[src/design/graph_bfs_dfs_traversal_engine_unit_assert.svh]
// Assertion macros for the graph search engine.
`ifndef GRAPH_BFS_DFS_TRAVERSAL_ENGINE_UNIT_ASSERT_SVH
`define GRAPH_BFS_DFS_TRAVERSAL_ENGINE_UNIT_ASSERT_SVH
`ifndef SYNTH
`define GBT_ASSERT_NOW(lbl, ante, cons) \
    lbl: assert property (@(posedge clk) disable iff (!rst_n) (ante) |-> (cons)) \
        else $error("gbt assertion failed");
`define GBT_ASSERT_NEXT(lbl, ante, cons) \
    lbl: assert property (@(posedge clk) disable iff (!rst_n) (ante) |=> (cons)) \
        else $error("gbt assertion failed");
`else
`define GBT_ASSERT_NOW(lbl, ante, cons)
`define GBT_ASSERT_NEXT(lbl, ante, cons)
`endif
`endif

[src/design/gbt_ram.sv]
module gbt_ram #(
    parameter int AW = 5,
    parameter int DW = 8
) (
    input  logic          clk,
    input  logic          we,
    input  logic [AW-1:0] waddr,
    input  logic [DW-1:0] wdata,
    input  logic [AW-1:0] raddr,
    output logic [DW-1:0] rdata
);

    logic [DW-1:0] mem [2**AW];

    always_ff @(posedge clk)
    begin
        if (we)
        begin
            mem[waddr] <= wdata;
        end
        rdata <= mem[raddr];
    end

endmodule

[config.mk]
export PLATFORM = sky130hd
export DESIGN_NAME = gbt_ram
export DESIGN_NICKNAME = d
export VERILOG_FILES = /design/src/design/graph_bfs_dfs_traversal_engine_unit_assert.svh /design/src/design/gbt_ram.sv
export SDC_FILE = /design/constraint.sdc
export NUM_CORES = 1
export LEC_CHECK = 0
export BUFFER_PORTS_ARGS = -buffer_cell sky130_fd_sc_hd__clkbuf_2
export CAP_MARGIN = 15
export CORE_AREA = 2 2 127 129
export CTS_CLUSTER_SIZE = 30
export DETAILED_ROUTE_END_ITERATION = 8
export DIE_AREA = 0 0 129 131
export PLACE_DENSITY = 0.87
export SLEW_MARGIN = 30
export SYNTH_ARGS = -nofsm -noshare
export SYNTH_HDL_FRONTEND = slang
export SYNTH_SLANG_ARGS = --single-unit
[constraint.sdc]
create_clock -name clk -period 3.4 [get_ports clk]
set_input_delay 0.34 -clock clk [delete_from_list [all_inputs] [get_ports clk]]
set_output_delay 0.34 -clock clk [all_outputs]
set_load 0.01 [all_outputs]
==> key figures, run 1 <==
Run status
  • Status: finished, final reports clean

Clock tree
  • Root Driver: clkbuf_16
  • Clk_lat worst skew: 530 ps
  • CTS H-tree depth: 1
  • Clock transition at the registers of the reported paths: 60 ps
  • # Post-CTS Setup Buffers: 0
  • Clk sink count: 264
  • Clock buffer depth: 3
  • Hold-fix buffers at CTS: 0
  • Post-CTS sizing: 0
  • Inserted Clock Buffers: 26
  • CTS tree: built

Critical path
  • Worst EP required: 3810 ps
  • Worst R2R End: rdata[6]
  • Crit end category: flip-flop
  • FF-to-FF path depth: 3
  • CP arrival: 2440 ps
  • CP Launch Point: raddr[0]
  • Slowest CP cell: mux4_2
  • CP endpoint: rdata[5]
  • Max FO, Critical Path: 30
  • Sequence of cells on the critical path: buf_4, buf_12, mux4_2, mux4_2, mux2_2
  • R2R Setup Slk: 1560 ps
  • Worst Setup Path Type: input port to flip-flop
  • Cell mode on critical path: mux4_2
  • Worst path max stage delay: 570 ps
  • Startpoint type of the worst setup path: input port
  • RR Startpoint: mem[13][6]

STA
  • PnR worst setup slack: 1370 ps
  • Slew Limit Fails: 0
  • Clk_skew: 22.0 ps
  • Final Hold Vio Count: 0
  • Slew headroom: 41.7%
  • Setup TNS: 0 ps
  • Worst-Margin Slew: 872 ps
  • Final Cycle Share: 59.8%
  • Unrepaired setup endpoints after global routing: no
  • F_max: 492 MHz
  • Setup-failing EPs final: 0
  • Post-layout min period: 2030 ps

Power and ir drop
  • Tot Pwr: 6.91 mW
  • Switch share: 20.3%
  • P_leak: 3.54 nW
  • Peak VDD IR: 0.475 mV
  • Logic gate share of total power: 4.9%
  • Pwr per Cell Area: 612 nW/um2
  • Pint: 5.51 mW
  • Clock power frac: 42.4%
  • P_sw: 1.40 mW
  • Register share of total power: 52.7%

GRT
  • GRT Total Usage: 26.3%
  • Remaining Overflow, GRT: 0
  • Vias in the first global route: 4613
  • Largest net degree at the start of global routing: 65
  • First-pass GRT wire length: 31.1 mm
  • Initial antenna violation count: 0

Place
  • Dpl hpwl: 12.2 mm
  • Dpl cell area: 10400 um2
  • PortBufs: 27
  • Pre-CTS WS: 799 ps
  • Placer Congestion: 0.782

Yosys
  • XOR/XNOR Fraction of Synth Area: 0%
  • Post-synthesis compound-gate area fraction: 0%
  • Syn Nets: 437
  • Synth Area in Adders: 0%
  • Register area share after synthesis: 78.1%
  • Yosys cell types: 15
  • Mapped Cells: 417
  • Yosys Warn Count: 0
  • Yosys top cell area share: 76.5%
  • Synth area leaders: edfxtp_1 (76%), mux4_2 (18%), dfxtp_1 (1.6%)
  • Multiplexer share of the synthesized area: 18.8%
  • Area leader, netlist: edfxtp_1
  • Area of the mapped netlist: 10100 um2
  • Post-synthesis simple-gate area fraction: 2.07%
  • Syn Area/Cell: 24.1 um2
  • Register bit total from synthesis: 264
  • Largest family of logic cells by synthesized area: multiplexers

Finish
  • Layout cells sized above 1: 34.5%
  • Final Cell Area: 11300 um2
  • N_diodes: 0
  • Area Growth Syn to Fin: 12.3%
  • Commonest non-fill, non-tap cell in the layout: edfxtp_1
  • Most frequent cells in the layout: edfxtp_1 (256), mux4_2 (80), nor2_1 (33)
  • Fillers: 827
  • Nets@finish: 476

Routing
  • Initial drt markers: 503
  • Via count: 4616
  • Post-DRT Antenna Nets: 0
  • Residual DRC count: 0
  • DRT Pass-1 Iters: 5
  • Routed vias/inst: 6.68
  • Routed length per placed instance: 30.6 um
  • Drt total wl: 21.1 mm

Hold path
  • Hold path depth: 2
  • Tightest Hold Check Type: input port to flip-flop

Floorplanning
  • Die span in x: 129 um
  • Total core area: 15600 um2
  • FP Rows: 46
  • Die area: 16900 um2
  • Io pins: 28
  • Die H: 131 um
  • Initial Utilization: 64.5%

Run
  • Max-cap violations: 0
-- per-stage QoR --
step                      hold slack (ps)  util [%]  cells
after floorplan                       439         -    417
after global placement                737      66.7    644
final                                 297      72.4    691
after CTS                             270      72.4    691
after global routing                  281      72.4    691
after detailed placement              733      66.7    644
-- worst min-delay path by stage --
stage	from	end	slack, ps
floorplan	wdata[0]	mem[0][0]	440
global placement	rdata[3]	rdata[3]	740
detailed placement	rdata[7]	rdata[7]	730
CTS	raddr[3]	rdata[1]	270
global route	raddr[3]	rdata[1]	280
finish	raddr[3]	rdata[1]	300
-- state kept, by name (all words and copies together), names as in the netlist --
| name | count |
|---|---|
| rdata | 8 |
| mem | 256 |
-- kinds of logic (layout without fill, tap and decap cells) --
kind of cell / after synthesis / after routing
mux: 88 / 88
flops: 264 / 264
buf+inv: 20 / 78
simple gates: 45 / 45
-- critical path: cells and delay by family --
family	cells	cell delay, ps
buffers and inverters	2	650
muxes	3	1420
-- synth_stat cells --
master and instances:
edfxtp_1 256, mux4_2 80, nor2_1 33, dfxtp_1 8, mux2_2 8, buf_1 6
buf_4 6, clkbuf_1 6, nand3b_1 5, or3b_2 3, nand3_1 2, buf_2 1
buf_6 1, nand2_1 1, or3_1 1
-- area by class of cell --
type | count | area (um2) | share of cell area [%]
sequential | 264 | 7850 | 69.5
multi-input combinational | 133 | 2100 | 18.6
clock inverter | 13 | 150 | 1.33
clock buffer | 34 | 732 | 6.48
tap | 216 | 270 | 2.39
timing repair buffer | 31 | 193 | 1.71
-- power by group through the flow --
stage / combinational (mW) / sequential [mW] / clock (mW)
floorplan: 0.193 / 3.70 / 0
global placement: 0.319 / 3.70 / 0
detailed placement: 0.335 / 3.71 / 0
CTS: 0.343 / 3.64 / 2.95
global route: 0.360 / 3.64 / 3.08
finish: 0.341 / 3.64 / 2.93
-- layer usage --
metal | track usage (%) | share of wire (%)
met4 | 5.50 | 1.2
met2 | 41.6 | 50
met1 | 40.8 | 40
met5 | 0 | 0
met3 | 3.99 | 8.8
(Power assumes the default switching activity.)
==> run 2, diff against run 1 <==
- CORE_AREA: 2 2 127 129 -> 2 2 139 141
- DIE_AREA: 0 0 129 131 -> 0 0 141 143
- PLACE_DENSITY: 0.87 -> 0.78
- clock period: 3.4 -> 1.7 ns (I/O delays scaled with it)
==> run 2 against run 1 <==
The run now ends with negative setup slack left. Critical path depth fell by 2. Largest power group unchanged. Sequential share of layout area fell by 2.0 points. Critical path type is now flip-flop to flip-flop. Power rose by 96%. Cell count rose by 8.0%. Non-clock buffer count rose by 38. First-iteration DRC count rose by 43%. Wire length rose by 1.5%. Via count rose by 1.7%.
==> key figures, run 2 (synthesized netlist as in run 1, its figures left out) <==
Run status
  • Status: finished, violations left
  • Failing checks: negative setup slack

Finish
  • Register Area: 7850 um2
  • Final Cell Area: 11600 um2
  • Area Growth Syn to Fin: 15.6%
  • Fillers: 1184
  • Max reg flops: 256
  • Footprint of the multi-input gates: 2130 um2
  • Layout cells sized above 1: 38.3%
  • N_diodes: 0
  • Fin util: 62.5%
  • Nets@finish: 513
  • Register bank with the most flops: mem
  • Biggest regs: mem: 256 flops, rdata: 8 flops
  • Most frequent cells in the layout: edfxtp_1 (256), mux4_2 (80), buf_4 (37)
  • Commonest non-fill, non-tap cell in the layout: edfxtp_1

Clock tree
  • Post-CTS sizing: 1
  • Hold-fix buffers at CTS: 0
  • Clock transition at the registers of the reported paths: 60 ps
  • # Post-CTS Setup Buffers: 0
  • CTS tree: built
  • Clk sink count: 264
  • Inserted Clock Buffers: 25
  • Clock buffer depth: 3
  • CTS H-tree depth: 1
  • Root Driver: clkbuf_16
  • Clk_lat worst skew: 520 ps

Floorplanning
  • Io pins: 28
  • Total core area: 18600 um2
  • Die area: 20200 um2
  • FP Rows: 50
  • Die H: 143 um
  • Initial Utilization: 54.1%
  • Die span in x: 141 um

STA
  • Final Hold Vio Count: 0
  • Slew headroom: 53.9%
  • Clk_skew: 6.95 ps
  • Slew Limit Fails: 0
  • Post-layout min period: 1870 ps
  • Worst-Margin Slew: 691 ps
  • Unrepaired setup endpoints after global routing: yes
  • Final Cycle Share: 110%
  • F_max: 534 MHz
  • PnR worst setup slack: -174 ps
  • Hold_ws: 163 ps
  • Setup-failing EPs final: 8

Critical path
  • Cell mode on critical path: mux4_2
  • WP buf/inv: 0
  • Sequence of cells on the critical path: mux4_2, mux4_2, mux2_4
  • Worst path max stage delay: 550 ps
  • Startpoint type of the worst setup path: flip-flop
  • Crit end category: flip-flop
  • Max FO, Critical Path: 1
  • Worst R2R End: rdata[5]
  • CP arrival: 2280 ps
  • Cell family with most CP delay: multiplexers
  • Worst Setup Path Type: flip-flop to flip-flop
  • Slowest CP cell: mux4_2
  • Worst EP required: 2110 ps
  • FF-to-FF path depth: 3
  • R2R Setup Slk: -170 ps
  • RR Startpoint: mem[29][5]

Hold path
  • Worst hold path startpoint: raddr[3]
  • Hold Path End: rdata[2]
  • Hold path depth: 2
  • Tightest Hold Check Type: input port to flip-flop

Run
  • Max-cap violations: 0

GRT
  • Vias in the first global route: 4807
  • Largest net degree at the start of global routing: 35
  • Remaining Overflow, GRT: 0
  • GRT Total Usage: 22.1%
  • First-pass GRT wire length: 31.6 mm
  • Initial antenna violation count: 1

Routing
  • Initial drt markers: 718
  • Residual DRC count: 0
  • Routed length per placed instance: 28.7 um
  • DRT Pass-1 Iters: 5
  • Via count: 4694
  • Post-DRT Antenna Nets: 0
  • Routed vias/inst: 6.29
  • Drt total wl: 21.4 mm

Power and ir drop
  • Peak VDD IR: 0.823 mV
  • P_leak: 3.77 nW
  • Tot Pwr: 13.6 mW
  • Pwr per Cell Area: 1170 nW/um2

Place
  • Dpl hpwl: 12.5 mm
  • Pre-CTS WS: -378 ps
  • PortBufs: 27
  • Dpl cell area: 10800 um2
  • Placer Congestion: 0.750
[run 2: worst max-delay path by stage]
stage / to / startpoint / cells past startpoint
CTS: rdata[5] / mem[29][5] / 3
detailed placement: rdata[4] / raddr[0] / 5
finish: rdata[5] / mem[29][5] / 3
floorplan: rdata[0] / raddr[0] / 5
global placement: rdata[1] / raddr[0] / 5
global route: rdata[5] / mem[29][5] / 3
[run 2: final cells by class]
cell class	count	area share [%]
Tap cell	234	2.52
Timing Repair Buffer	69	4.54
Sequential cell	264	67.5
Multi-Input combinational cell	133	18.3
Clock buffer	34	5.93
Clock inverter	12	1.15
[run 2: power breakdown]
part,switching [mW],leakage (nW),internal (mW)
clock,2.27,0.406,3.29
combinational,0.397,0.990,0.338
sequential,0.0358,2.37,7.24
total,2.70,3.77,10.9
[run 2: layer usage]
layer,GRT usage (%),wire [um]
met1,31.2,8510
met2,34.8,10500
met3,4.46,1780
met4,8.89,589
met5,0,13
[run 2: metrics by stage]
stage | setup TNS, ps | instances
floorplan | -536 | 417
global placement | -2700 | 700
detailed placement | -2710 | 700
CTS | -943 | 746
global route | -1090 | 746
finish | -937 | 746
==> run 3, diff against run 2 <==
- ABC_AREA: default -> 1
- CORE_AREA: 2 2 139 141 -> 2 2 142 144
- DIE_AREA: 0 0 141 143 -> 0 0 144 146
- PLACE_DENSITY: 0.78 -> 0.8
==> run 3 against run 2 <==
Cell count increased by 69%. Clock power fell by 0.9%. Via count up 50%. Synthesized cell count up 120%. Combinational power grew 21%. Largest power group unchanged. Wire length is 13% higher. Register-to-register slack improved by 680 ps. The run now ends clean. Core utilization up 0.72 points. Die area grew 4.3%.
==> key figures, run 3 <==
STA
  • Clk_skew: 10.7 ps
  • Slew Limit Fails: 0
  • Setup TNS: 0 ps
  • Final Cycle Share: 75.7%
  • Unrepaired setup endpoints after global routing: no
  • Hold_ws: 32.5 ps
  • Final Hold Vio Count: 0
  • Post-layout min period: 1290 ps
  • F_max: 777 MHz
  • Slew headroom: 51.6%
  • Setup-failing EPs final: 0
  • Worst-Margin Slew: 726 ps
  • PnR worst setup slack: 413 ps

Place
  • Placer Congestion: 0.892
  • Placed instance count: 1217
  • Dpl hpwl: 14.8 mm
  • PortBufs: 27
  • Pre-CTS WS: 95.9 ps
  • Dpl cell area: 11400 um2

Critical path
  • Startpoint type of the worst setup path: flip-flop
  • CP arrival: 1120 ps
  • Slowest CP cell: dfxtp_1
  • Sequence of cells on the critical path: clkbuf_2
  • Worst Setup Path Type: flip-flop to primary output
  • Worst path max stage delay: 430 ps
  • CP Launch Point: rdata[1]
  • Worst path depth: 1
  • R2R Setup Slk: 510 ps
  • Max FO, Critical Path: 1
  • WP buf/inv: 1
  • FF-to-FF path depth: 8
  • Cell family with most CP delay: flip-flops
  • Worst R2R End: rdata[7]
  • RR Startpoint: mem[3][7]
  • CP endpoint: rdata[1]
  • Worst EP required: 1530 ps
  • Crit end category: primary output

Run status
  • Status: finished, final reports clean

GRT
  • GRT Total Usage: 23.8%
  • Vias in the first global route: 6955
  • First-pass GRT wire length: 37.7 mm
  • Remaining Overflow, GRT: 0
  • Largest net degree at the start of global routing: 129
  • Initial antenna violation count: 0

Yosys
  • Yosys cell types: 12
  • Mapped Cells: 922
  • Most common cell in the netlist: nand2_1
  • Synth Flop Type: edfxtp_1
  • Synth area leaders: edfxtp_1 (71%), nand2_1 (13%), nand3_1 (9.5%)
  • Register bit total from synthesis: 264
  • Ys async rst share: 0%
  • Syn Nets: 942
  • Yosys top cell area share: 71.3%
  • Register area share after synthesis: 72.8%
  • Number of synthesized flops with an enable pin: 256
  • Syn Area/Cell: 11.7 um2
  • Area of the mapped netlist: 10800 um2
  • Yosys Warn Count: 0
  • Area leader, netlist: edfxtp_1
  • Top cells by count, synth: nand2_1 (360), edfxtp_1 (256), nand3_1 (204)

Power and ir drop
  • P_sw: 2.92 mW
  • Clock power frac: 40.3%
  • Peak VDD IR: 0.710 mV
  • Tot Pwr: 13.7 mW
  • Pwr per Cell Area: 1120 nW/um2
  • Logic gate share of total power: 6.5%
  • Pint: 10.8 mW
  • Register share of total power: 53.2%
  • Switch share: 21.4%
  • P_leak: 4.63 nW

Clock tree
  • CTS tree: built
  • Root Driver: clkbuf_16
  • # Post-CTS Setup Buffers: 0
  • Post-CTS sizing: 0
  • Hold-fix buffers at CTS: 0
  • Clk_lat worst skew: 530 ps
  • Clock transition at the registers of the reported paths: 60 ps
  • Inserted Clock Buffers: 26
  • Clk sink count: 264
  • Clock buffer depth: 3
  • CTS H-tree depth: 1

Finish
  • Fin util: 63.3%
  • Biggest regs: mem: 256 flops, rdata: 8 flops
  • Final Cell Area: 12200 um2
  • Layout cells sized above 1: 12.2%
  • Register bank with the most flops: mem
  • Max reg flops: 256
  • Filler-free cell count of the finished design: 1262
  • Commonest non-fill, non-tap cell in the layout: nand2_1
  • Area Growth Syn to Fin: 13.4%
  • Most frequent cells in the layout: nand2_1 (360), edfxtp_1 (256), nand3_1 (204)
  • N_diodes: 0
  • Nets@finish: 1000

Floorplanning
  • Total core area: 19300 um2
  • Die area: 21000 um2
  • Io pins: 28
  • Initial Utilization: 55.8%
  • Die H: 146 um
  • FP Rows: 51
  • Die span in x: 144 um

Hold path
  • Tightest Hold Check Type: input port to flip-flop
  • Hold path depth: 3

Routing
  • Post-DRT Antenna Nets: 0
  • Drt total wl: 24.2 mm
  • Via count: 7041
  • DRT Pass-1 Iters: 5
  • Residual DRC count: 0
  • Routed length per placed instance: 19.2 um
  • Initial drt markers: 894
  • Routed vias/inst: 5.58

Run
  • Max-cap violations: 0
==> run 3: changes by cell type after synthesis, sizes merged, moves of 5 or more <==
| cell | before | now |
|---|---|---|
| buf | 14 | 45 |
| mux4 | 80 | 0 |
| inv | 0 | 10 |
| nand3b | 5 | 0 |
| nand3 | 2 | 204 |
| nand2 | 1 | 360 |
| mux2 | 8 | 0 |
==> run 3: cell families (layout without fill, tap and decap cells) <==
family / count (synthesis) / in the layout / synth area share, %
buffers and inverters: 62 / 137 / 4.14
DFF: 264 / 264 / 72.8
and+or+nand+nor: 596 / 596 / 23.1
==> run 3: cell type report <==
type,count,area [um2]
fill,1421,7100
inverter,10,38.8
timing repair buffer,82,688
clock buffer,38,766
tap,265,332
multi-input combinational,596,2490
clock inverter,7,68.8
sequential,264,7850
==> run 3: power groups by stage <==
| stage | logic (mW) | registers, mW | clock network [mW] |
|---|---|---|---|
| after global routing | 0.980 | 7.28 | 5.83 |
| after global placement | 0.860 | 7.41 | 0 |
| final | 0.887 | 7.28 | 5.51 |
| after CTS | 0.885 | 7.28 | 5.56 |
| after detailed placement | 0.879 | 7.41 | 0 |
| after floorplan | 0.521 | 7.40 | 0 |
==> run 3: worst min-delay path by stage <==
stage               slack, ps      from   endpoint
floorplan                 270  wdata[0]  mem[0][0]
global placement          560  raddr[4]   rdata[3]
detailed placement        560  raddr[4]   rdata[4]
CTS                         5  raddr[4]   rdata[4]
global route               20  raddr[4]   rdata[3]
finish                     30  raddr[4]   rdata[4]
==> run 3: per-layer routing <==
metal	vias to the layer above	part of all wire [%]	global-route usage, %
met5	-	0	0
met4	0	3.6	10.0
met3	60	8.0	4.80
met2	301	50	38.7
met1	3374	39	31.4
li1	3306	-	-
