`src/design/graph_bfs_dfs_traversal_engine_unit_assert.svh`:
```
// Assertion macros for the graph search engine.
`ifndef GRAPH_BFS_DFS_TRAVERSAL_ENGINE_UNIT_ASSERT_SVH
`define GRAPH_BFS_DFS_TRAVERSAL_ENGINE_UNIT_ASSERT_SVH
`ifndef SYNTH
`define GBT_ASSERT_NOW(lbl, ante, cons) \
    lbl: assert property (@(posedge clk) disable iff (!rst_n) (ante) |-> (cons)) \
        else $error("gbt assertion failed");
`define GBT_ASSERT_NEXT(lbl, ante, cons) \
    lbl: assert property (@(posedge clk) disable iff (!rst_n) (ante) |=> (cons)) \
        else $error("gbt assertion failed");
`else
`define GBT_ASSERT_NOW(lbl, ante, cons)
`define GBT_ASSERT_NEXT(lbl, ante, cons)
`endif
`endif

```
`src/design/gbt_pkg.sv`:
```
package gbt_pkg;

    localparam int MAX_NODES   = 32;
    localparam int STACK_DEPTH = 64;
    localparam int WEIGHT_BITS = 16;
    localparam int RESULT_CAP  = 32;

    localparam int NODE_W  = $clog2(MAX_NODES);
    localparam int CNT_W   = $clog2(MAX_NODES + 1);
    localparam int ENT_AW  = 2 * NODE_W;
    localparam int ENT_W   = NODE_W + 2 * WEIGHT_BITS;
    localparam int WORK_AW = $clog2(STACK_DEPTH);
    localparam int SP_W    = $clog2(STACK_DEPTH + 1);
    localparam int RES_AW  = $clog2(RESULT_CAP);
    localparam int K_W     = $clog2(RESULT_CAP + 1);

    localparam int IN_DATA_W  = 48;
    localparam int OUT_DATA_W = 40;
    localparam int IN_USER_W  = 2;
    localparam int OUT_USER_W = 3;

    localparam logic [1:0] KIND_INSERT = 2'd0;
    localparam logic [1:0] KIND_QUERY  = 2'd1;
    localparam logic [1:0] KIND_BFS    = 2'd2;
    localparam logic [1:0] KIND_DFS    = 2'd3;

    localparam logic [1:0] ST_OK        = 2'd0;
    localparam logic [1:0] ST_RANGE     = 2'd1;
    localparam logic [1:0] ST_DUPLICATE = 2'd2;
    localparam logic [1:0] ST_NOT_FOUND = 2'd3;

    typedef struct packed {
        logic              we;
        logic [ENT_AW-1:0] waddr;
        logic [ENT_W-1:0]  wdata;
        logic [ENT_AW-1:0] raddr;
    } ent_req_t;

    typedef struct packed {
        logic              we;
        logic [NODE_W-1:0] waddr;
        logic [CNT_W-1:0]  wdata;
        logic [NODE_W-1:0] raddr;
    } cnt_req_t;

    typedef struct packed {
        logic               we;
        logic [WORK_AW-1:0] waddr;
        logic [NODE_W-1:0]  wdata;
        logic [WORK_AW-1:0] raddr;
    } work_req_t;

    typedef struct packed {
        logic              we;
        logic [RES_AW-1:0] waddr;
        logic [NODE_W-1:0] wdata;
        logic [RES_AW-1:0] raddr;
    } res_req_t;

    typedef enum logic [15:0] {
        S_IDLE  = 16'b0000_0000_0000_0001,
        S_CNTA  = 16'b0000_0000_0000_0010,
        S_CNTB  = 16'b0000_0000_0000_0100,
        S_CNTW  = 16'b0000_0000_0000_1000,
        S_ESCAN = 16'b0000_0000_0001_0000,
        S_ECHK  = 16'b0000_0000_0010_0000,
        S_APPA  = 16'b0000_0000_0100_0000,
        S_APPB  = 16'b0000_0000_1000_0000,
        S_POP   = 16'b0000_0001_0000_0000,
        S_VGET  = 16'b0000_0010_0000_0000,
        S_VCNT  = 16'b0000_0100_0000_0000,
        S_NRD   = 16'b0000_1000_0000_0000,
        S_NCHK  = 16'b0001_0000_0000_0000,
        S_RRD   = 16'b0010_0000_0000_0000,
        S_RLD   = 16'b0100_0000_0000_0000,
        S_HOLD  = 16'b1000_0000_0000_0000
    } state_t;

endpackage

```
`src/design/gbt_seq.sv`:
```
module gbt_seq (
    input  logic                               clk,
    input  logic                               rst_n,
    input  logic                               in_valid,
    output logic                               in_ready,
    input  logic [gbt_pkg::IN_DATA_W-1:0]      in_data,
    input  logic [gbt_pkg::IN_USER_W-1:0]      in_user,
    output logic                               out_valid,
    input  logic                               out_ready,
    output logic [gbt_pkg::OUT_DATA_W-1:0]     out_data,
    output logic [gbt_pkg::OUT_USER_W-1:0]     out_user,
    output logic                               out_last,
    input  logic [gbt_pkg::CNT_W-1:0]          node_count,
    output gbt_pkg::cnt_req_t                  cnt_req,
    input  logic [gbt_pkg::CNT_W-1:0]          cnt_rdata,
    output gbt_pkg::ent_req_t                  ent_req,
    input  logic [gbt_pkg::ENT_W-1:0]          ent_rdata,
    output gbt_pkg::work_req_t                 work_req,
    input  logic [gbt_pkg::NODE_W-1:0]         work_rdata,
    output gbt_pkg::res_req_t                  res_req,
    input  logic [gbt_pkg::NODE_W-1:0]         res_rdata
);

    localparam int NW = gbt_pkg::NODE_W;
    localparam int CW = gbt_pkg::CNT_W;
    localparam int WB = gbt_pkg::WEIGHT_BITS;

    gbt_pkg::state_t state_reg, state_next;
    logic [1:0]                    kind_reg, kind_next;
    logic [NW-1:0]                 a_reg, a_next, b_reg, b_next, v_reg, v_next;
    logic [WB-1:0]                 t_reg, t_next, f_reg, f_next;
    logic [CW-1:0]                 cnt_a_reg, cnt_a_next, cnt_b_reg, cnt_b_next;
    logic [CW-1:0]                 cnt_v_reg, cnt_v_next, j_reg, j_next;
    logic [gbt_pkg::WORK_AW:0]     head_reg, head_next, tail_reg, tail_next;
    logic [gbt_pkg::SP_W-1:0]      sp_reg, sp_next;
    logic [gbt_pkg::K_W-1:0]       k_reg, k_next;
    logic [gbt_pkg::RES_AW-1:0]    oi_reg, oi_next;
    logic                          ovf_reg, ovf_next;
    logic [gbt_pkg::MAX_NODES-1:0] marks_reg, marks_next;
    logic [gbt_pkg::OUT_DATA_W-1:0] out_data_reg, out_data_next;
    logic [gbt_pkg::OUT_USER_W-1:0] out_user_reg, out_user_next;
    logic                          out_last_reg, out_last_next;

    logic [CW-1:0]  lim;
    logic [1:0]     in_kind;
    logic [NW-1:0]  in_a, in_b, ent_node, w;
    logic [WB-1:0]  ent_time, ent_fuel;
    logic           is_dfs;

    assign lim = (node_count > CW'(gbt_pkg::MAX_NODES)) ? CW'(gbt_pkg::MAX_NODES) : node_count;
    assign in_kind  = in_user[1:0];
    assign in_a     = in_data[NW-1:0];
    assign in_b     = in_data[2*NW-1:NW];
    assign ent_node = ent_rdata[NW-1:0];
    assign ent_time = ent_rdata[NW+WB-1:NW];
    assign ent_fuel = ent_rdata[NW+2*WB-1:NW+WB];
    assign w        = ent_node;
    assign is_dfs   = (kind_reg == gbt_pkg::KIND_DFS);

    assign in_ready  = (state_reg == gbt_pkg::S_IDLE);
    assign out_valid = (state_reg == gbt_pkg::S_HOLD);
    assign out_data  = out_data_reg;
    assign out_user  = out_user_reg;
    assign out_last  = out_last_reg;

    always_comb
    begin
        state_next    = state_reg;
        kind_next     = kind_reg;
        a_next        = a_reg;
        b_next        = b_reg;
        v_next        = v_reg;
        t_next        = t_reg;
        f_next        = f_reg;
        cnt_a_next    = cnt_a_reg;
        cnt_b_next    = cnt_b_reg;
        cnt_v_next    = cnt_v_reg;
        j_next        = j_reg;
        head_next     = head_reg;
        tail_next     = tail_reg;
        sp_next       = sp_reg;
        k_next        = k_reg;
        oi_next       = oi_reg;
        ovf_next      = ovf_reg;
        marks_next    = marks_reg;
        out_data_next = out_data_reg;
        out_user_next = out_user_reg;
        out_last_next = out_last_reg;

        cnt_req       = '0;
        cnt_req.raddr = a_reg;
        ent_req       = '0;
        ent_req.raddr = {a_reg, j_reg[NW-1:0]};
        work_req      = '0;
        work_req.raddr = head_reg[gbt_pkg::WORK_AW-1:0];
        res_req       = '0;
        res_req.raddr = oi_reg;

        case (state_reg)
            gbt_pkg::S_IDLE:
            begin
                if (in_valid)
                begin
                    kind_next = in_kind;
                    a_next    = in_a;
                    b_next    = in_b;
                    t_next    = in_data[2*NW+WB-1:2*NW];
                    f_next    = in_data[2*NW+2*WB-1:2*NW+WB];
                    out_data_next = '0;
                    out_user_next = {1'b0, gbt_pkg::ST_OK};
                    out_last_next = 1'b1;
                    if (({1'b0, in_a} >= lim) ||
                        (in_kind[1] == 1'b0 && {1'b0, in_b} >= lim))
                    begin
                        out_user_next = {1'b0, gbt_pkg::ST_RANGE};
                        state_next    = gbt_pkg::S_HOLD;
                    end
                    else if (in_kind[1] == 1'b0)
                    begin
                        state_next = gbt_pkg::S_CNTA;
                    end
                    else
                    begin
                        marks_next = '0;
                        if (in_kind == gbt_pkg::KIND_BFS)
                        begin
                            marks_next[in_a] = 1'b1;
                        end
                        work_req.we    = 1'b1;
                        work_req.waddr = '0;
                        work_req.wdata = in_a;
                        head_next  = '0;
                        tail_next  = (gbt_pkg::WORK_AW+1)'(1);
                        sp_next    = gbt_pkg::SP_W'(1);
                        k_next     = '0;
                        ovf_next   = 1'b0;
                        state_next = gbt_pkg::S_POP;
                    end
                end
            end
            gbt_pkg::S_CNTA:
            begin
                cnt_req.raddr = a_reg;
                state_next    = gbt_pkg::S_CNTB;
            end
            gbt_pkg::S_CNTB:
            begin
                cnt_req.raddr = b_reg;
                cnt_a_next    = cnt_rdata;
                state_next    = gbt_pkg::S_CNTW;
            end
            gbt_pkg::S_CNTW:
            begin
                cnt_b_next = cnt_rdata;
                j_next     = '0;
                state_next = gbt_pkg::S_ESCAN;
            end
            gbt_pkg::S_ESCAN:
            begin
                ent_req.raddr = {a_reg, j_reg[NW-1:0]};
                if (j_reg == cnt_a_reg)
                begin
                    if (kind_reg == gbt_pkg::KIND_QUERY)
                    begin
                        out_user_next = {1'b0, gbt_pkg::ST_NOT_FOUND};
                        state_next    = gbt_pkg::S_HOLD;
                    end
                    else
                    begin
                        state_next = gbt_pkg::S_APPA;
                    end
                end
                else
                begin
                    state_next = gbt_pkg::S_ECHK;
                end
            end
            gbt_pkg::S_ECHK:
            begin
                if (ent_node == b_reg)
                begin
                    if (kind_reg == gbt_pkg::KIND_QUERY)
                    begin
                        out_data_next = {3'b000, ent_fuel, ent_time, {NW{1'b0}}};
                    end
                    else
                    begin
                        out_user_next = {1'b0, gbt_pkg::ST_DUPLICATE};
                    end
                    state_next = gbt_pkg::S_HOLD;
                end
                else
                begin
                    j_next     = j_reg + 1'b1;
                    state_next = gbt_pkg::S_ESCAN;
                end
            end
            gbt_pkg::S_APPA:
            begin
                if (cnt_a_reg < CW'(gbt_pkg::MAX_NODES))
                begin
                    ent_req.we    = 1'b1;
                    ent_req.waddr = {a_reg, cnt_a_reg[NW-1:0]};
                    ent_req.wdata = {f_reg, t_reg, b_reg};
                    cnt_req.we    = 1'b1;
                    cnt_req.waddr = a_reg;
                    cnt_req.wdata = cnt_a_reg + 1'b1;
                end
                state_next = (a_reg != b_reg) ? gbt_pkg::S_APPB : gbt_pkg::S_HOLD;
            end
            gbt_pkg::S_APPB:
            begin
                if (cnt_b_reg < CW'(gbt_pkg::MAX_NODES))
                begin
                    ent_req.we    = 1'b1;
                    ent_req.waddr = {b_reg, cnt_b_reg[NW-1:0]};
                    ent_req.wdata = {f_reg, t_reg, a_reg};
                    cnt_req.we    = 1'b1;
                    cnt_req.waddr = b_reg;
                    cnt_req.wdata = cnt_b_reg + 1'b1;
                end
                state_next = gbt_pkg::S_HOLD;
            end
            gbt_pkg::S_POP:
            begin
                if (is_dfs)
                begin
                    work_req.raddr = gbt_pkg::WORK_AW'(sp_reg - 1'b1);
                    if (sp_reg == '0)
                    begin
                        oi_next    = '0;
                        state_next = gbt_pkg::S_RRD;
                    end
                    else
                    begin
                        sp_next    = sp_reg - 1'b1;
                        state_next = gbt_pkg::S_VGET;
                    end
                end
                else
                begin
                    work_req.raddr = head_reg[gbt_pkg::WORK_AW-1:0];
                    if (head_reg == tail_reg)
                    begin
                        oi_next    = '0;
                        state_next = gbt_pkg::S_RRD;
                    end
                    else
                    begin
                        head_next  = head_reg + 1'b1;
                        state_next = gbt_pkg::S_VGET;
                    end
                end
            end
            gbt_pkg::S_VGET:
            begin
                cnt_req.raddr = work_rdata;
                v_next        = work_rdata;
                if (is_dfs && marks_reg[work_rdata])
                begin
                    state_next = gbt_pkg::S_POP;
                end
                else
                begin
                    if (k_reg < gbt_pkg::K_W'(gbt_pkg::RESULT_CAP))
                    begin
                        res_req.we    = 1'b1;
                        res_req.waddr = k_reg[gbt_pkg::RES_AW-1:0];
                        res_req.wdata = work_rdata;
                        k_next        = k_reg + 1'b1;
                    end
                    if (is_dfs)
                    begin
                        marks_next[work_rdata] = 1'b1;
                    end
                    state_next = gbt_pkg::S_VCNT;
                end
            end
            gbt_pkg::S_VCNT:
            begin
                cnt_v_next = cnt_rdata;
                j_next     = '0;
                state_next = gbt_pkg::S_NRD;
            end
            gbt_pkg::S_NRD:
            begin
                ent_req.raddr = {v_reg, j_reg[NW-1:0]};
                state_next    = (j_reg == cnt_v_reg) ? gbt_pkg::S_POP : gbt_pkg::S_NCHK;
            end
            gbt_pkg::S_NCHK:
            begin
                if (({1'b0, w} < lim) && !marks_reg[w])
                begin
                    if (is_dfs)
                    begin
                        if (sp_reg < gbt_pkg::SP_W'(gbt_pkg::STACK_DEPTH))
                        begin
                            work_req.we    = 1'b1;
                            work_req.waddr = sp_reg[gbt_pkg::WORK_AW-1:0];
                            work_req.wdata = w;
                            sp_next        = sp_reg + 1'b1;
                        end
                        else
                        begin
                            ovf_next = 1'b1;
                        end
                    end
                    else if (tail_reg < (gbt_pkg::WORK_AW+1)'(gbt_pkg::MAX_NODES))
                    begin
                        marks_next[w]  = 1'b1;
                        work_req.we    = 1'b1;
                        work_req.waddr = tail_reg[gbt_pkg::WORK_AW-1:0];
                        work_req.wdata = w;
                        tail_next      = tail_reg + 1'b1;
                    end
                end
                j_next     = j_reg + 1'b1;
                state_next = gbt_pkg::S_NRD;
            end
            gbt_pkg::S_RRD:
            begin
                res_req.raddr = oi_reg;
                state_next    = gbt_pkg::S_RLD;
            end
            gbt_pkg::S_RLD:
            begin
                out_data_next = {{(gbt_pkg::OUT_DATA_W-NW){1'b0}}, res_rdata};
                out_user_next = {ovf_reg & is_dfs, gbt_pkg::ST_OK};
                out_last_next = ({1'b0, oi_reg} == (k_reg - 1'b1));
                state_next    = gbt_pkg::S_HOLD;
            end
            gbt_pkg::S_HOLD:
            begin
                if (out_ready)
                begin
                    if (out_last_reg)
                    begin
                        state_next = gbt_pkg::S_IDLE;
                    end
                    else
                    begin
                        oi_next    = oi_reg + 1'b1;
                        state_next = gbt_pkg::S_RRD;
                    end
                end
            end
            default:
            begin
                state_next = gbt_pkg::S_IDLE;
            end
        endcase
    end

    always_ff @(posedge clk or negedge rst_n)
    begin
        if (!rst_n)
        begin
            state_reg <= gbt_pkg::S_IDLE;
            marks_reg <= '0;
            head_reg  <= '0;
            tail_reg  <= '0;
            sp_reg    <= '0;
            k_reg     <= '0;
            oi_reg    <= '0;
            ovf_reg   <= 1'b0;
        end
        else
        begin
            state_reg <= state_next;
            marks_reg <= marks_next;
            head_reg  <= head_next;
            tail_reg  <= tail_next;
            sp_reg    <= sp_next;
            k_reg     <= k_next;
            oi_reg    <= oi_next;
            ovf_reg   <= ovf_next;
        end
    end

    always_ff @(posedge clk)
    begin
        kind_reg     <= kind_next;
        a_reg        <= a_next;
        b_reg        <= b_next;
        v_reg        <= v_next;
        t_reg        <= t_next;
        f_reg        <= f_next;
        cnt_a_reg    <= cnt_a_next;
        cnt_b_reg    <= cnt_b_next;
        cnt_v_reg    <= cnt_v_next;
        j_reg        <= j_next;
        out_data_reg <= out_data_next;
        out_user_reg <= out_user_next;
        out_last_reg <= out_last_next;
    end

endmodule

```
`config.mk`:
```
export PLATFORM = sky130hd
export DESIGN_NAME = gbt_seq
export DESIGN_NICKNAME = d
export VERILOG_FILES = /design/src/design/graph_bfs_dfs_traversal_engine_unit_assert.svh /design/src/design/gbt_pkg.sv /design/src/design/gbt_seq.sv
export SDC_FILE = /design/constraint.sdc
export NUM_CORES = 1
export LEC_CHECK = 0
export ABC_CLOCK_PERIOD_IN_PS = 4200
export BUFFER_PORTS_ARGS = -buffer_cell sky130_fd_sc_hd__buf_2
export CORE_ASPECT_RATIO = 0.75
export CORE_MARGIN = 2
export CORE_UTILIZATION = 50
export DETAILED_ROUTE_END_ITERATION = 8
export PLACE_DENSITY = 0.78
export SYNTH_ARGS = -nofsm -noshare
export SYNTH_HDL_FRONTEND = slang
export SYNTH_SLANG_ARGS = --single-unit
```
`constraint.sdc`:
```
create_clock -name clk -period 4.2 [get_ports clk]
set_input_delay 0.84 -clock clk [delete_from_list [all_inputs] [get_ports clk]]
set_output_delay 0.84 -clock clk [all_outputs]
set_load 0.02 [all_outputs]
```
==> out/summary.txt <==
FF-to-FF path depth -> 8
Synth Register Bits -> 195
Worst R2R Setup Slack -> 0.99 ns
CTS buffer count -> 17
Routed Antenna Nets -> 0
H-tree Lvls -> 4
Share of layout cells above drive strength 1 -> 27.5%
Clk slew on worst S/H paths -> 0.08 ns
Top-count cell post-synth -> edfxtp_1
CTS tree -> done
All-Layer GR Usage -> 27.8%
Number of hold buffers added after cts -> 0
Fmax -> 244 MHz
Buffers added on ports -> 258
Chip Height -> 136 um
Slew @ Worst Pin -> 1.05 ns
Final min period -> 4.10 ns
Syn. warnings -> 0
DR vias/cell -> 6.08
RSZ-0062 raised after global routing -> false
Ant diodes -> 0
Data arrival time of the worst path -> 3.26 ns
EDFF count, synth -> 114
Final Cycle Share -> 97.6%
Status -> finished clean
WL per Instance -> 20.5 um
Hold WC Path Type -> in -> async
Clock latency at the later pin of the worst-skew pair -> 0.45 ns
Placed instance count -> 1667
DPL Wire Length -> 25100 um
Core area -> 0.0229 mm2
Post-layout util -> 60.6%
LEAKAGE -> 5.98 nW
Reg-to-reg endpoint -> marks_reg[4]
DR DRC count -> 0
Reg2Reg Launch Point -> state_reg[14]
Grt total ovfl -> 0
Fin. Hold Viols -> 0
Sequential share of the synthesized area -> 47.0%
Unique cell type count in the Yosys netlist -> 79
Pins Over Slew Limit -> 0
Mapped Area -> 0.0116 mm2
Synth Area per Inst -> 10.0 um2
Final setup vio count -> 0
Leading post-synthesis cells by cell area -> edfxtp_1, dfrtp_1, a22o_1
Vias in the first global route -> 9460
Die area -> 0.0245 mm2
Area growth, synth to finish -> 19.4%
Top-area cell type share of the netlist area -> 29.5%
Post-synth top flop -> edfxtp_1
Initial Utilization -> 50.7%
CTS root buf -> clkbuf_16
Synth top cells by count -> edfxtp_1, nand2_1, nor2_1
Asr flop ratio synth -> 41.5%
Clk_skew -> 0.0142 ns
FP Rows -> 48
Routability cong. -> 0.971
First drt pass iteration count -> 9
Top cell type by total area after synthesis -> edfxtp_1
Clock Sinks -> 195
MaxCap Viol Count -> 0
DR iter-0 viols -> 1208
Detailed Route WL -> 34900 um
Worst rel slew slack -> 29.3%
VDD IR max -> 0.000373 V
Total number of vias -> 10400
CP Class -> reg -> out
Initial antenna violation count -> 0
Max FFs per register -> 37
Final nets -> 1529
Startpoint Class -> flop
PD cells -> 553 mW/mm2
WP data required -> 3.36 ns
CTS Buffer Depth -> 2
First-pass GRT wire length -> 53400 um
Cells after synthesis -> 1158
Maximum number of pins on one net before global-route repair -> 64
Crit end category -> output port
Pwr Total -> 7.67 mW
Die Wd -> 180 um
Fin Setup TNS -> 0 ns
Ports -> 268
Critical path fanouts, max -> 10
Final non-filler cell total -> 1705
==> per-layer routing <==
layer / GRT usage, % / vias to the layer above / routed length, um
met2: 42.8 / 653 / 15800
met5: 0 / - / 0
met4: 8.90 / 0 / 771
met1: 39.3 / 4918 / 14800
li1: - / 4708 / -
met3: 6.35 / 88 / 3550
==> layout by cell type, fill, tap and decap left out, types with 12 or more instances in the layout <==
cell       instances
nand4_1           25
nand3_1           42
nor2_1            79
edfxtp_1         114
nor2b_1           44
dfrtp_1           80
buf_4             45
o21ai_0           35
nor3_1            30
and3_1            17
a31oi_1           31
or3_1             12
mux2i_1           22
buf_2            257
a22o_1            43
inv_1             24
nand2b_1          19
ha_1              24
nor3b_1           13
clkbuf_16         17
xor2_1            25
and2_1            53
nand2_1           97
nor4_1            15
xnor2_1           35
a21oi_1           46
==> worst max-delay path by stage <==
| stage | to | cells after the start | start | slack (ns) |
|---|---|---|---|---|
| floorplan | res_req[10] | 9 | work_rdata[0] | 0.11 |
| global placement | res_req[5] | 10 | work_rdata[0] | 0.40 |
| detailed placement | res_req[9] | 10 | work_rdata[0] | 0.32 |
| CTS | work_req[17] | 8 | state_reg[11] | 0.02 |
| global route | work_req[17] | 9 | state_reg[14] | 0.02 |
| finish | work_req[17] | 9 | state_reg[14] | 0.1 |
==> through the flow <==
stage / setup slack, ns / hold slack, ns / cell area, um2
floorplan: 0.108 / 0.442 / 11600
global placement: 0.398 / 0.485 / 13200
detailed placement: 0.318 / 0.496 / 13200
CTS: 0.0223 / 0.515 / 13800
global route: 0.0217 / 0.543 / 13900
finish: 0.0988 / 0.483 / 13900
==> cell type report <==
| class | instances | area, um2 |
|---|---|---|
| clock buffer | 17 | 425 |
| clock inverter | 15 | 220 |
| fill | 1895 | 9020 |
| inverter | 26 | 100 |
| multi-input combinational | 850 | 5660 |
| sequential | 195 | 5450 |
| tap | 300 | 375 |
| timing repair buffer | 302 | 1620 |
==> worst max-delay path: stages (launching register included) <==
cell	delay [ns]
dfrtp_1	0.50
nor4_4	0.30
buf_4	0.21
nand4_1	0.13
or3b_1	0.52
inv_4	0.19
and2_2	0.19
and3_1	0.40
or2_2	0.20
buf_2	0.16
==> repair_timing <==
| action | CTS | global route |
|---|---|---|
| buffers inserted | 0 | 6 |
| endpoints found under the setup margin | 0 | 23 |
| endpoints found under the hold margin | 0 | 0 |
| resized for setup | 0 | 1 |
==> logic make-up (layout without fill, tap and decap cells) <==
group / Yosys count / after routing / share of synthesized area, %
compound gates: 242 / 242 / 14.9
xor+xnor: 60 / 60 / 4.53
fa+ha+maj: 24 / 24 / 2.59
buf+inv: 115 / 360 / 4.62
flops: 195 / 195 / 47.0
mux: 29 / 29 / 2.97
other cells: 1 / 3 / 0.0323
simple gates: 492 / 492 / 23.4
==> where the power goes <==
group          internal [mW]  switching [mW]
Clock                  0.882           0.876
Combinational          0.948            1.89
Sequential              2.72           0.348
Total                   4.55            3.12
(Power assumes the default switching activity.)
